--- config.mk ---
export PLATFORM = sky130hd
export DESIGN_NAME = hid_mouse_to_adb_motion_and_clicks
export DESIGN_NICKNAME = d
export VERILOG_FILES = /design/src/hdl/hma_pkg.sv /design/src/hdl/hma_div.sv /design/src/hdl/hid_mouse_to_adb_motion_and_clicks.sv
export SDC_FILE = /design/constraint.sdc
export NUM_CORES = 1
export LEC_CHECK = 0
export BUFFER_PORTS_ARGS = -buffer_cell sky130_fd_sc_hd__buf_2
export CORE_MARGIN = 8
export CORE_UTILIZATION = 45
export DETAILED_ROUTE_END_ITERATION = 12
export GPL_TIMING_DRIVEN = 0
export HOLD_SLACK_MARGIN = 0.03
export PLACE_DENSITY_LB_ADDON = 0.1
export SYNTH_ARGS = -nofsm -noshare
export SYNTH_HDL_FRONTEND = slang
export SYNTH_SLANG_ARGS = --single-unit
--- constraint.sdc ---
create_clock -name clk -period 11 [get_ports clk]
set_input_delay 0.55 -clock clk [delete_from_list [all_inputs] [get_ports clk]]
set_output_delay 0.55 -clock clk [all_outputs]
set_load 0.005 [all_outputs]
--- src/hdl/hma_pkg.sv ---
// ---------------------------------------------------------------------------
// hma_pkg: shared constants for the mouse report to ADB converter
// Field widths, motion limits and command, result and ctrl codes used by every file.
// ---------------------------------------------------------------------------
package hma_pkg;

  localparam int SUM_WIDTH_DEF = 16;
  localparam int DIVISOR_WIDTH = 8;
  localparam int DELTA_WIDTH   = 8;
  localparam int MOTION_WIDTH  = 7;
  localparam int BUTTON_WIDTH  = 8;

  // Limits of a 7-bit two's complement motion value.
  localparam int MOTION_MAX = 63;
  localparam int MOTION_MIN = -64;

  // Input command codes.
  localparam logic CMD_REPORT = 1'b0;
  localparam logic CMD_POLL   = 1'b1;

  // Result kind codes.
  localparam logic KIND_MOTION = 1'b0;
  localparam logic KIND_CLICK  = 1'b1;

  // Ctrl key marker codes.
  localparam logic [1:0] CTRL_NONE    = 2'd0;
  localparam logic [1:0] CTRL_PRESS   = 2'd1;
  localparam logic [1:0] CTRL_RELEASE = 2'd2;

endpackage

--- src/hdl/hma_div.sv ---
// ---------------------------------------------------------------------------
// hma_div: serial signed-by-unsigned divider
// Restoring divider, one quotient bit per cycle; quotient and remainder
// truncate toward zero and carry the sign of the dividend.
// ---------------------------------------------------------------------------
module hma_div #(
  parameter int SUM_WIDTH = hma_pkg::SUM_WIDTH_DEF
) (
  input  logic                                  clk,
  input  logic                                  rst_n,
  input  logic                                  start,
  input  logic signed [SUM_WIDTH-1:0]           dividend,
  input  logic [hma_pkg::DIVISOR_WIDTH-1:0]     divisor,
  output logic                                  done,
  output logic signed [SUM_WIDTH-1:0]           quotient,
  output logic signed [SUM_WIDTH-1:0]           remainder
);

  localparam int DW   = hma_pkg::DIVISOR_WIDTH;
  localparam int CNTW = (SUM_WIDTH > 1) ? $clog2(SUM_WIDTH) : 1;

  logic            busy_r;
  logic            done_r;
  logic [CNTW-1:0] cnt_r;
  logic            neg_r;
  logic [SUM_WIDTH-1:0] num_r;
  logic [DW-1:0]   rem_r;
  logic [DW-1:0]   dsr_r;

  logic [DW:0]     trial;
  logic            q_bit;
  logic [DW:0]     diff;

  assign trial = {rem_r, num_r[SUM_WIDTH-1]};
  assign q_bit = (trial >= {1'b0, dsr_r});
  assign diff  = trial - {1'b0, dsr_r};

  always_ff @(posedge clk) begin
    if (!rst_n) begin
      busy_r <= 1'b0;
      done_r <= 1'b0;
      cnt_r  <= '0;
    end else begin
      done_r <= 1'b0;
      if (start) begin
        busy_r <= 1'b1;
        cnt_r  <= '0;
        neg_r  <= dividend[SUM_WIDTH-1];
        num_r  <= dividend[SUM_WIDTH-1] ? (SUM_WIDTH'(0) - dividend) : dividend;
        rem_r  <= '0;
        dsr_r  <= divisor;
      end else if (busy_r) begin
        num_r <= {num_r[SUM_WIDTH-2:0], q_bit};
        rem_r <= q_bit ? diff[DW-1:0] : trial[DW-1:0];
        cnt_r <= cnt_r + 1'b1;
        if (cnt_r == CNTW'(SUM_WIDTH - 1)) begin
          busy_r <= 1'b0;
          done_r <= 1'b1;
        end
      end
    end
  end

  assign done      = done_r;
  assign quotient  = neg_r ? (SUM_WIDTH'(0) - num_r) : num_r;
  assign remainder = neg_r ? (SUM_WIDTH'(0) - SUM_WIDTH'(rem_r)) : SUM_WIDTH'(rem_r);

endmodule

--- src/hdl/hid_mouse_to_adb_motion_and_clicks.sv ---
// ---------------------------------------------------------------------------
// hid_mouse_to_adb_motion_and_clicks: USB mouse reports to ADB motion/clicks
// A poll runs four passes of the serial divider; a report that follows a poll
// first runs two passes for the two remainders. One request in flight at a time.
// Synchronous active-low reset clears accumulators, buttons, mode and divisor=1.
// ---------------------------------------------------------------------------
module hid_mouse_to_adb_motion_and_clicks #(
  parameter int SUM_WIDTH = hma_pkg::SUM_WIDTH_DEF
) (
  input  logic                                   clk,
  input  logic                                   rst_n,
  // Configuration: sensitivity divisor
  input  logic                                   cfg_write,
  input  logic [hma_pkg::DIVISOR_WIDTH-1:0]      cfg_data,
  // Input requests
  input  logic                                   in_valid,
  output logic                                   in_stall,
  input  logic                                   in_command,
  input  logic [hma_pkg::BUTTON_WIDTH-1:0]       in_buttons,
  input  logic signed [hma_pkg::DELTA_WIDTH-1:0] in_delta_x,
  input  logic signed [hma_pkg::DELTA_WIDTH-1:0] in_delta_y,
  // Result requests
  output logic                                   out_valid,
  input  logic                                   out_stall,
  output logic                                   out_kind,
  output logic [hma_pkg::MOTION_WIDTH-1:0]       out_motion_x,
  output logic [hma_pkg::MOTION_WIDTH-1:0]       out_motion_y,
  output logic                                   out_click_left,
  output logic                                   out_click_right,
  output logic                                   out_click_middle,
  output logic [1:0]                             out_ctrl_action
);

  localparam int DW  = hma_pkg::DIVISOR_WIDTH;
  localparam int MW  = hma_pkg::MOTION_WIDTH;
  localparam int XW  = hma_pkg::DELTA_WIDTH;

  // Divider operand selectors. A poll walks all four in order; a report
  // that follows a poll only needs the two fine remainders.
  localparam logic [1:0] OP_COARSE_X = 2'd0;
  localparam logic [1:0] OP_FINE_X   = 2'd1;
  localparam logic [1:0] OP_COARSE_Y = 2'd2;
  localparam logic [1:0] OP_FINE_Y   = 2'd3;

  typedef enum logic [2:0] {
    S_IDLE,
    S_DIV_START,
    S_DIV_WAIT,
    S_UPDATE,
    S_OUT
  } state_t;

  state_t state_r;

  logic [DW-1:0] cfg_div_r;
  logic [DW-1:0] div_eff;

  // Accumulators and button history.
  logic signed [SUM_WIDTH-1:0] coarse_x_r, coarse_y_r, fine_x_r, fine_y_r;
  logic [2:0] prev_btn_r;
  logic       ctrl_mode_r;
  logic       consumed_r;

  // Captured request.
  logic                 cmd_r;
  logic [2:0]           btn_r;
  logic signed [XW-1:0] dx_r, dy_r;

  // Sequencer bookkeeping.
  logic [1:0]                op_r;
  logic signed [SUM_WIDTH:0] acc_r;

  // Staged result, moved to the output register when it is free.
  logic          res_kind_r;
  logic [MW-1:0] res_mx_r, res_my_r;
  logic          res_left_r, res_right_r, res_middle_r;
  logic [1:0]    res_ctrl_r;

  // Output register.
  logic          out_valid_r;
  logic          out_kind_r;
  logic [MW-1:0] out_mx_r, out_my_r;
  logic          out_left_r, out_right_r, out_middle_r;
  logic [1:0]    out_ctrl_r;

  // Shared divider.
  logic                        div_start;
  logic                        div_done;
  logic signed [SUM_WIDTH-1:0] div_dividend;
  logic signed [SUM_WIDTH-1:0] div_quot, div_rem;

  logic in_accept;
  logic out_free;

  // Helpers for the report update.
  logic [XW:0]               mag_x, mag_y;
  logic                      small_x, small_y;
  logic signed [SUM_WIDTH:0] motion_total;
  logic                      l_now, r_now, m_now, l_chg, r_chg, mode_next;

  function automatic logic signed [SUM_WIDTH-1:0] sat_add(
    input logic signed [SUM_WIDTH-1:0] a,
    input logic signed [XW-1:0]        b
  );
    logic signed [SUM_WIDTH:0] s;
    s = {a[SUM_WIDTH-1], a} + {{(SUM_WIDTH + 1 - XW){b[XW-1]}}, b};
    if (s[SUM_WIDTH] != s[SUM_WIDTH-1]) begin
      return s[SUM_WIDTH] ? {1'b1, {(SUM_WIDTH-1){1'b0}}} : {1'b0, {(SUM_WIDTH-1){1'b1}}};
    end
    return s[SUM_WIDTH-1:0];
  endfunction

  function automatic logic [MW-1:0] clamp_motion(input logic signed [SUM_WIDTH:0] t);
    if (t > hma_pkg::MOTION_MAX) begin
      return MW'(hma_pkg::MOTION_MAX);
    end
    if (t < hma_pkg::MOTION_MIN) begin
      return MW'(hma_pkg::MOTION_MIN);
    end
    return t[MW-1:0];
  endfunction

  function automatic logic [XW:0] magnitude(input logic signed [XW-1:0] v);
    logic [XW:0] e;
    e = {v[XW-1], v};
    return v[XW-1] ? ((XW+1)'(0) - e) : e;
  endfunction

  // A divisor of zero behaves as one.
  assign div_eff = (cfg_div_r == '0) ? DW'(1) : cfg_div_r;

  assign in_stall  = (state_r != S_IDLE);
  assign in_accept = in_valid && !in_stall;
  assign out_free  = !out_valid_r || !out_stall;
  assign div_start = (state_r == S_DIV_START);

  always_comb begin
    unique case (op_r)
      OP_COARSE_X: div_dividend = coarse_x_r;
      OP_FINE_X:   div_dividend = fine_x_r;
      OP_COARSE_Y: div_dividend = coarse_y_r;
      OP_FINE_Y:   div_dividend = fine_y_r;
      default:     div_dividend = coarse_x_r;
    endcase
  end

  hma_div #(
    .SUM_WIDTH (SUM_WIDTH)
  ) u_div (
    .clk       (clk),
    .rst_n     (rst_n),
    .start     (div_start),
    .dividend  (div_dividend),
    .divisor   (div_eff),
    .done      (div_done),
    .quotient  (div_quot),
    .remainder (div_rem)
  );

  // A delta divides to zero exactly when its magnitude is below the divisor,
  // so the fine accumulators need a compare rather than a division.
  assign mag_x   = magnitude(dx_r);
  assign mag_y   = magnitude(dy_r);
  assign small_x = (mag_x < {1'b0, div_eff});
  assign small_y = (mag_y < {1'b0, div_eff});

  // Second quotient of an axis joins the first at full width before clamping.
  assign motion_total = acc_r + {div_quot[SUM_WIDTH-1], div_quot};

  // Button edges. A middle press toggles the mode, and the new mode already
  // applies to a right-button change in the same report.
  assign l_now     = btn_r[0];
  assign r_now     = btn_r[1];
  assign m_now     = btn_r[2];
  assign l_chg     = (l_now != prev_btn_r[0]);
  assign r_chg     = (r_now != prev_btn_r[1]);
  assign mode_next = ctrl_mode_r ^ (!prev_btn_r[2] && m_now);

  always_ff @(posedge clk) begin
    if (!rst_n) begin
      state_r     <= S_IDLE;
      cfg_div_r   <= DW'(1);
      coarse_x_r  <= '0;
      coarse_y_r  <= '0;
      fine_x_r    <= '0;
      fine_y_r    <= '0;
      prev_btn_r  <= '0;
      ctrl_mode_r <= 1'b0;
      consumed_r  <= 1'b0;
      out_valid_r <= 1'b0;
      op_r        <= OP_COARSE_X;
    end else begin
      if (cfg_write) begin
        cfg_div_r <= cfg_data;
      end

      // The output register is loaded from S_OUT once free; otherwise an
      // accepted result leaves it empty.
      if (state_r == S_OUT && out_free) begin
        out_valid_r <= 1'b1;
      end else if (out_valid_r && !out_stall) begin
        out_valid_r <= 1'b0;
      end

      unique case (state_r)
        S_IDLE: begin
          if (in_accept) begin
            cmd_r <= in_command;
            btn_r <= in_buttons[2:0];
            dx_r  <= in_delta_x;
            dy_r  <= in_delta_y;
            if (in_command == hma_pkg::CMD_POLL) begin
              op_r    <= OP_COARSE_X;
              state_r <= S_DIV_START;
            end else if (consumed_r) begin
              // Reduce the fine sums to their remainders first.
              op_r    <= OP_FINE_X;
              state_r <= S_DIV_START;
            end else begin
              state_r <= S_UPDATE;
            end
          end
        end

        S_DIV_START: begin
          state_r <= S_DIV_WAIT;
        end

        S_DIV_WAIT: begin
          if (div_done) begin
            if (cmd_r == hma_pkg::CMD_POLL) begin
              unique case (op_r)
                OP_COARSE_X, OP_COARSE_Y: acc_r <= {div_quot[SUM_WIDTH-1], div_quot};
                OP_FINE_X:                res_mx_r <= clamp_motion(motion_total);
                OP_FINE_Y:                res_my_r <= clamp_motion(motion_total);
                default:                  acc_r <= acc_r;
              endcase
              if (op_r == OP_FINE_Y) begin
                res_kind_r   <= hma_pkg::KIND_MOTION;
                res_left_r   <= 1'b0;
                res_right_r  <= 1'b0;
                res_middle_r <= 1'b0;
                res_ctrl_r   <= hma_pkg::CTRL_NONE;
                consumed_r   <= 1'b1;
                state_r      <= S_OUT;
              end else begin
                op_r    <= op_r + 2'd1;
                state_r <= S_DIV_START;
              end
            end else begin
              if (op_r == OP_FINE_X) begin
                fine_x_r <= div_rem;
                op_r     <= OP_FINE_Y;
                state_r  <= S_DIV_START;
              end else begin
                fine_y_r   <= div_rem;
                coarse_x_r <= '0;
                coarse_y_r <= '0;
                consumed_r <= 1'b0;
                state_r    <= S_UPDATE;
              end
            end
          end
        end

        S_UPDATE: begin
          coarse_x_r <= sat_add(coarse_x_r, dx_r);
          coarse_y_r <= sat_add(coarse_y_r, dy_r);
          if (small_x) begin
            fine_x_r <= sat_add(fine_x_r, dx_r);
          end
          if (small_y) begin
            fine_y_r <= sat_add(fine_y_r, dy_r);
          end
          ctrl_mode_r <= mode_next;
          prev_btn_r  <= btn_r;

          res_kind_r   <= hma_pkg::KIND_CLICK;
          res_mx_r     <= '0;
          res_my_r     <= '0;
          res_middle_r <= m_now;
          if (r_chg && mode_next) begin
            // Ctrl-click: the right button stands in as a ctrl-held left click.
            res_left_r  <= r_now;
            res_right_r <= 1'b0;
            res_ctrl_r  <= r_now ? hma_pkg::CTRL_PRESS : hma_pkg::CTRL_RELEASE;
          end else begin
            res_left_r  <= l_now;
            res_right_r <= r_now;
            res_ctrl_r  <= hma_pkg::CTRL_NONE;
          end
          state_r <= (l_chg || r_chg) ? S_OUT : S_IDLE;
        end

        S_OUT: begin
          if (out_free) begin
            out_kind_r   <= res_kind_r;
            out_mx_r     <= res_mx_r;
            out_my_r     <= res_my_r;
            out_left_r   <= res_left_r;
            out_right_r  <= res_right_r;
            out_middle_r <= res_middle_r;
            out_ctrl_r   <= res_ctrl_r;
            state_r      <= S_IDLE;
          end
        end

        default: state_r <= S_IDLE;
      endcase
    end
  end

  assign out_valid        = out_valid_r;
  assign out_kind         = out_kind_r;
  assign out_motion_x     = out_mx_r;
  assign out_motion_y     = out_my_r;
  assign out_click_left   = out_left_r;
  assign out_click_right  = out_right_r;
  assign out_click_middle = out_middle_r;
  assign out_ctrl_action  = out_ctrl_r;

endmodule

## Word-level counts from Yosys, hierarchy flattened

Index checks and enable logic that the tools add are counted.
Widths: inputs -> output; s select.

| operators by class | value |
|---|---|
| add/subtract/negate cells | 13 |
| magnitude comparators | 5 |
| equality and inequality tests | 29 |
| multiplexer cells | 132 |
| bitwise operators | 3 |
| reductions and logical operators | 35 |

Operators with widths:

| cell | count |
|---|---|
| $mux 16 | 28 |
| $pmux 16 s2 | 4 |
| $mux 7 | 12 |
| $add 16x8->17 | 4 |
| $pmux 16 s4 | 1 |
| $mux 1 | 52 |
| $sub 1x16->16 const A | 2 |
| $mux 2 | 15 |
| $pmux 7 s2 | 2 |
| $sub 1x8->9 const A | 3 |
| $reduce_and 5->1 | 5 |
| $mux 8 | 3 |
| $ne 2x2->1 const B | 10 |
| $lt 9x8->1 | 2 |
| $mux 3 | 6 |
| $mux 9 | 2 |
| $add 16x16->17 | 1 |
| $gt 17x7->1 const B | 1 |
| $lt 17x7->1 const B | 1 |
| $pmux 3 s5 | 1 |
| $ge 9x8->1 | 1 |
| $ne 3x3->1 const B | 3 |
| $reduce_and 3->1 | 3 |
| $logic_not 8->1 | 1 |
| 27 further kinds | 54 |

| word-level totals | value |
|---|---|
| register bits after elaboration | 198 |
| bits of input ports | 38 |

## Longest topological paths before layout

| depth | value |
|---|---|
| word-level depth | 22 |
| gate-level depth with buffers | 15 |
| depth with buffers taken out | 15 |

## Hierarchy

From an unflattened synthesis, not the netlist that was laid out.

| unflattened totals | value |
|---|---|
| cells, all modules | 1433 |
| area total of the unflattened synthesis | 13449.1 um^2 |

By module, submodules not included:

| module | instances | cells each | area an instance (um^2) | sequential area each (um^2) |
|---|---|---|---|---|
| hid_mouse_to_adb_motion_and_clicks | 1 | 1145 | 10617.7 | 3943.8 |
| hma_div | 1 | 288 | 2831.5 | 1111.1 |

## Least setup slack after synthesis

No wires, ideal clock.

| timing | value |
|---|---|
| path type | register -> register |
| start point | reg u_div.num_r[5] |
| end point | reg res_mx_r[0] (data pin) |
| setup time | 280 ps |
| data arrival time | 3820 ps |
| data required time | 10720 ps |
| path slack | 6900 ps |
| cell stages (with the launch flop) | 14 |
| clock period less this slack | 4100 ps |
| cells stage by stage | edfxtp_1 > or4_1 > or4_1 > or3_1 > o31ai_1 > xnor2_1 > ha_1 > or3_1 > o211ai_1 > o41ai_1 > xnor2_1 > nand4_1 > o41ai_2 > a21oi_1 |

| between the ends | value |
|---|---|
| longest elaborated chain between the ends | 17 |
| elaborated cells between the ends (all ways) | 25 |
| classes of those cells | add/sub: 2; order compare: 2; mux: 21 |

Ends and longest elaborated chain:

| element | line | source |
|---|---|---|
| from (decl) | hma_div.sv:26 | `logic [SUM_WIDTH-1:0] num_r;` |
| from (signal assigned) | hma_div.sv:49 | `num_r <= dividend[SUM_WIDTH-1] ? (SUM_WIDTH'(0) - dividend) : dividend;` |
| from (signal assigned) | hma_div.sv:53 | `num_r <= {num_r[SUM_WIDTH-2:0], q_bit};` |
| $sub 1x16->16 (*) | hma_div.sv:65 | `assign quotient = neg_r ? (SUM_WIDTH'(0) - num_r) : num_r;` |
| $mux 16 (*) | hma_div.sv:65 |  |
| named net div_quot[13] | hid_mouse_to_adb_motion_and_clicks.sv:90 | `logic signed [SUM_WIDTH-1:0] div_quot, div_rem;` |
| $add 16x16->17 (*) | hid_mouse_to_adb_motion_and_clicks.sv:168 | `assign motion_total = acc_r + {div_quot[SUM_WIDTH-1], div_quot};` |
| $lt 17x7->1 | hid_mouse_to_adb_motion_and_clicks.sv:117 | `if (t < hma_pkg::MOTION_MIN) begin` |
| $mux 1 (2 in series) | hid_mouse_to_adb_motion_and_clicks.sv:117 |  |
| $mux 1 | hid_mouse_to_adb_motion_and_clicks.sv:232 | `unique case (op_r)` |
| $mux 1 | hid_mouse_to_adb_motion_and_clicks.sv:231 | `if (cmd_r == hma_pkg::CMD_POLL) begin` |
| $mux 1 | hid_mouse_to_adb_motion_and_clicks.sv:230 | `if (div_done) begin` |
| $mux 1 | hid_mouse_to_adb_motion_and_clicks.sv:205 | `unique case (state_r)` |
| $mux 1 | hid_mouse_to_adb_motion_and_clicks.sv:180 | `if (!rst_n) begin` |
| $mux 7 | hid_mouse_to_adb_motion_and_clicks.sv:120 | `return t[MW-1:0];` |
| $mux 7 (*) | hid_mouse_to_adb_motion_and_clicks.sv:117 |  |
| $mux 7 (*) | hid_mouse_to_adb_motion_and_clicks.sv:232 |  |
| $mux 7 (*) | hid_mouse_to_adb_motion_and_clicks.sv:231 |  |
| $mux 7 (*) | hid_mouse_to_adb_motion_and_clicks.sv:230 |  |
| $pmux 7 s2 (*) | hid_mouse_to_adb_motion_and_clicks.sv:205 |  |
| to (signal assigned) | hid_mouse_to_adb_motion_and_clicks.sv:234 | `OP_FINE_X: res_mx_r <= clamp_motion(motion_total);` |
| to (decl) | hid_mouse_to_adb_motion_and_clicks.sv:75 | `logic [MW-1:0] res_mx_r, res_my_r;` |

Mark *: on every way through the listed nets, which the timed path passes. The rest lies on a longest branch. The select of a mux whose other input is x is not followed.
A chain may end at the register's enable or synchronous reset.

## Worst setup path after layout

| timing | value |
|---|---|
| start point | reg u_div.num_r[3] |
| end point | reg res_mx_r[5] (data pin) |

The elaborated chain is that of the path after synthesis.

==> out/metrics.csv <==
metric;value;unit
min-delay-start;in_buttons[1];
syn_area;0.01353;mm2
port_buffers;53;
cp_max_fo;7;
p_sw_frac;0.3232;
yosysTopAreaCell;edfxtp_1;
die_area;0.03588;mm2
power_density;127.8;mW/mm2
drtAntennaViolNets;0;
gp_congestion;0.9393;
critPathArrivalTime;4.96;ns
worst_setup_path_start_kind;flop;
grt_pass1_vias;11101;
yosysUniqueCellTypes;74;
critPathTopFamily;simple AND/OR/NAND/NOR gates;
cap_viol_max_count;0;
clkPwrFrac;0.348;
io_pins;60;
clock_path_buffers;2;
synth.area.top_cells;edfxtp_1 (24%), dfxtp_1 (13%), ha_1 (10%);
synth_top_family_by_area;compound AO/OA/AOI/OAI gates;
synthXorXnorAreaFrac;0.06343;
synth_top_cell_area_share;0.2419;
synth-simple-area-share;0.1507;
clk_pin_slew;0.09;ns
yosys-top-cells-count;nand2_1 (147), a21oi_1 (126), ha_1 (113);
grt_antenna_before_repair;0;
grt_use_total;0.2108;
cp_slowest_cell;o41ai_2;
grt_pass1_wl;60480;um
reg2regPathDepth;13;
htreeDepth;4;
detail_route.iter0.violations;824;
wl_per_cell;19.11;um
critPathCaptureType;flop;
avgSynthCellArea;8.979;um2
core;0.02964;mm2
post_cts_buffers;0;
syn_inst;1507;
setup_viol;0;
clock_latency;0.45;ns
fin_nets;1739;
synth_edf_count;109;
via_per_inst;5.807;
start_util;0.4566;
reg2reg_from;u_div.num_r[3];
path_cells;or4_1, or4_1, or3_1, o31ai_1, xnor2_1, ha_1, or3_1, o211ai_1, o41ai_1, xnor2_1, nand4_1, o41ai_2, a21oi_1;
drive_gt1_frac;0.07085;
hp-class;input port to flop;
yosysWarnings;0;
min_period;4.797;ns
synthMuxAreaShare;0.01267;
dp_hpwl;29660;um
finClkSkew;0.01746;ns
r2r_slack;6.20;ns
crit_end;res_mx_r[5];
synth-main-ff-cell;edfxtp_1;
overflow;0;
yosysSeqAreaShare;0.3736;
relSlewSlack;0.1298;
internal_power;1295;uW
cts_hold_buf;0;
slowest_delay;0.59;ns
cts_buffers;17;
cp.depth;13;
grt_setup_unrepaired;false;
die_h;189.4;um
fmax;0.2085;GHz
cellLeakagePower;0.006013;uW
setup.worst_path.start;u_div.num_r[3];
syn2layout_area_growth;10.66;%
diodes;0;
synth-compound-area-share;0.2448;
worst_ep_required_time;11.16;ns
rows;63;
fillers;2866;
power_frac_seq;0.442;
grt_max_degree;27;
setup_tns;0;ns
dr.pass1.iters;5;
slew_viol_final;0;
cts_root_buffer;clkbuf_16;
hold_viol_final;0;
timing.rr.end;res_mx_r[5];
cts_tree;built;
status;complete, no violations;
syn_nets;1664;
worstSetupPathType;flop to flop;
drc;0;
synth_most_common_cell;nand2_1;
num_vias;11526;
p_comb_frac;0.210;
peakVddDrop;0.0001056;V
routed_wl;37940;um
min_period_over_period;0.4361;
async_reset_ff_frac;0;
die_w;189.4;um
clkSinkCount;198;
tightest_slew;1.285;ns
worstHoldPathCells;1;
yosys_register_bits;198;
path_buf_inv;0;
p_sw;618.5;uW
cts-resized-gates;0;
synth_fa_ha_area_frac;0.1163;
p_total;1914;uW
## cells by family (layout without fill, tap and decap cells)
logic type / after synthesis / count (layout)
AOI/OAI and AO/OA: 505 / 505
muxes: 17 / 17
DFF: 198 / 198
buffers and inverters: 134 / 222
adders and majority gates: 123 / 123
and+or+nand+nor: 432 / 432
xor gates and xnor gates: 98 / 98
## area by class of cell
class / instances / area (um2) / share of cell area
Buffer: 60 / 244.0 / 0.01629
Sequential cell: 198 / 5055 / 0.3376
Clock buffer: 18 / 450.4 / 0.03008
Timing Repair Buffer: 56 / 306.5 / 0.02047
Clock inverter: 14 / 187.7 / 0.01253
Multi-Input combinational cell: 1175 / 7965 / 0.5319
Inverter: 74 / 277.8 / 0.01855
Tap cell: 390 / 488.0 / 0.03259
## worst register-to-register path: stages (launching register included)
cell and delay [ns]:
edfxtp_1 0.50, or4_1 0.56, or4_1 0.51, or3_1 0.38
o31ai_1 0.30, xnor2_1 0.20, ha_1 0.36, or3_1 0.34
o211ai_1 0.09, o41ai_1 0.12, xnor2_1 0.24, nand4_1 0.14
o41ai_2 0.59, a21oi_1 0.19
## metal layers
metal  part of all wire  global-route usage
met1               0.48              0.2921
met3              0.043             0.02723
met2               0.44              0.3309
met5                  0                   0
met4              0.032             0.07847
## power by group through the flow
stage	Sequential [uW]	Clock, uW	Combinational [uW]
2_1_floorplan	848	0	301
3_3_place_gp	863	0	390
3_5_place_dp	863	0	396
4_1_cts	846	679	399
5_1_grt	850	703	450
6_report	847	666	402
## metrics by stage
| stage | instance area [um2] | setup WS [ns] | cells | hold WS, ns | utilization |
|---|---|---|---|---|---|
| floorplan | 13530 | 6.900 | 1507 | 0.4003 | - |
| global placement | 14290 | 6.319 | 1950 | 0.4009 | 0.4820 |
| detailed placement | 14340 | 6.310 | 1953 | 0.4052 | 0.4837 |
| CTS | 14970 | 6.299 | 1985 | 0.2482 | 0.5052 |
| global route | 14970 | 5.898 | 1985 | 0.2500 | 0.5052 |
| finish | 14970 | 6.203 | 1985 | 0.2650 | 0.5052 |
## registers in the layout, indices dropped and copies added, names as in the netlist, 8 cells and up
name	count
acc_r	16
coarse_x_r	16
coarse_y_r	16
fine_x_r	16
fine_y_r	16
u_div.num_r	16
cfg_div_r	8
dx_r	8
dy_r	8
u_div.dsr_r	8
u_div.rem_r	8
## cells in the final DEF, fill, tap and decap left out, drive strengths merged, types with 10 or more instances in the layout
| master | n |
|---|---|
| xor2 | 27 |
| nor2 | 111 |
| nor4 | 12 |
| or3 | 25 |
| a31oi | 38 |
| inv | 81 |
| nand3 | 30 |
| a211o | 17 |
| ha | 113 |
| and3 | 10 |
| o21ai | 134 |
| a21oi | 126 |
| a22oi | 10 |
| a21o | 31 |
| edfxtp | 109 |
| buf | 62 |
| nor2b | 21 |
| a211oi | 10 |
| o211ai | 14 |
| clkbuf | 72 |
| dfxtp | 89 |
| o21a | 22 |
| o31ai | 15 |
| nand2b | 16 |
| mux2i | 16 |
| xnor2 | 71 |
| a222oi | 14 |
| nand2 | 147 |
| nor3 | 22 |
## worst min path at each step
| stage | endpoint | slack, ns |
|---|---|---|
| floorplan | out_click_left | 0.40 |
| global placement | out_motion_x[5] | 0.40 |
| detailed placement | out_motion_x[5] | 0.41 |
| CTS | btn_r[1] | 0.25 |
| global route | dy_r[0] | 0.25 |
| finish | btn_r[1] | 0.27 |
Note: power is estimated with default switching activity, not from simulation.
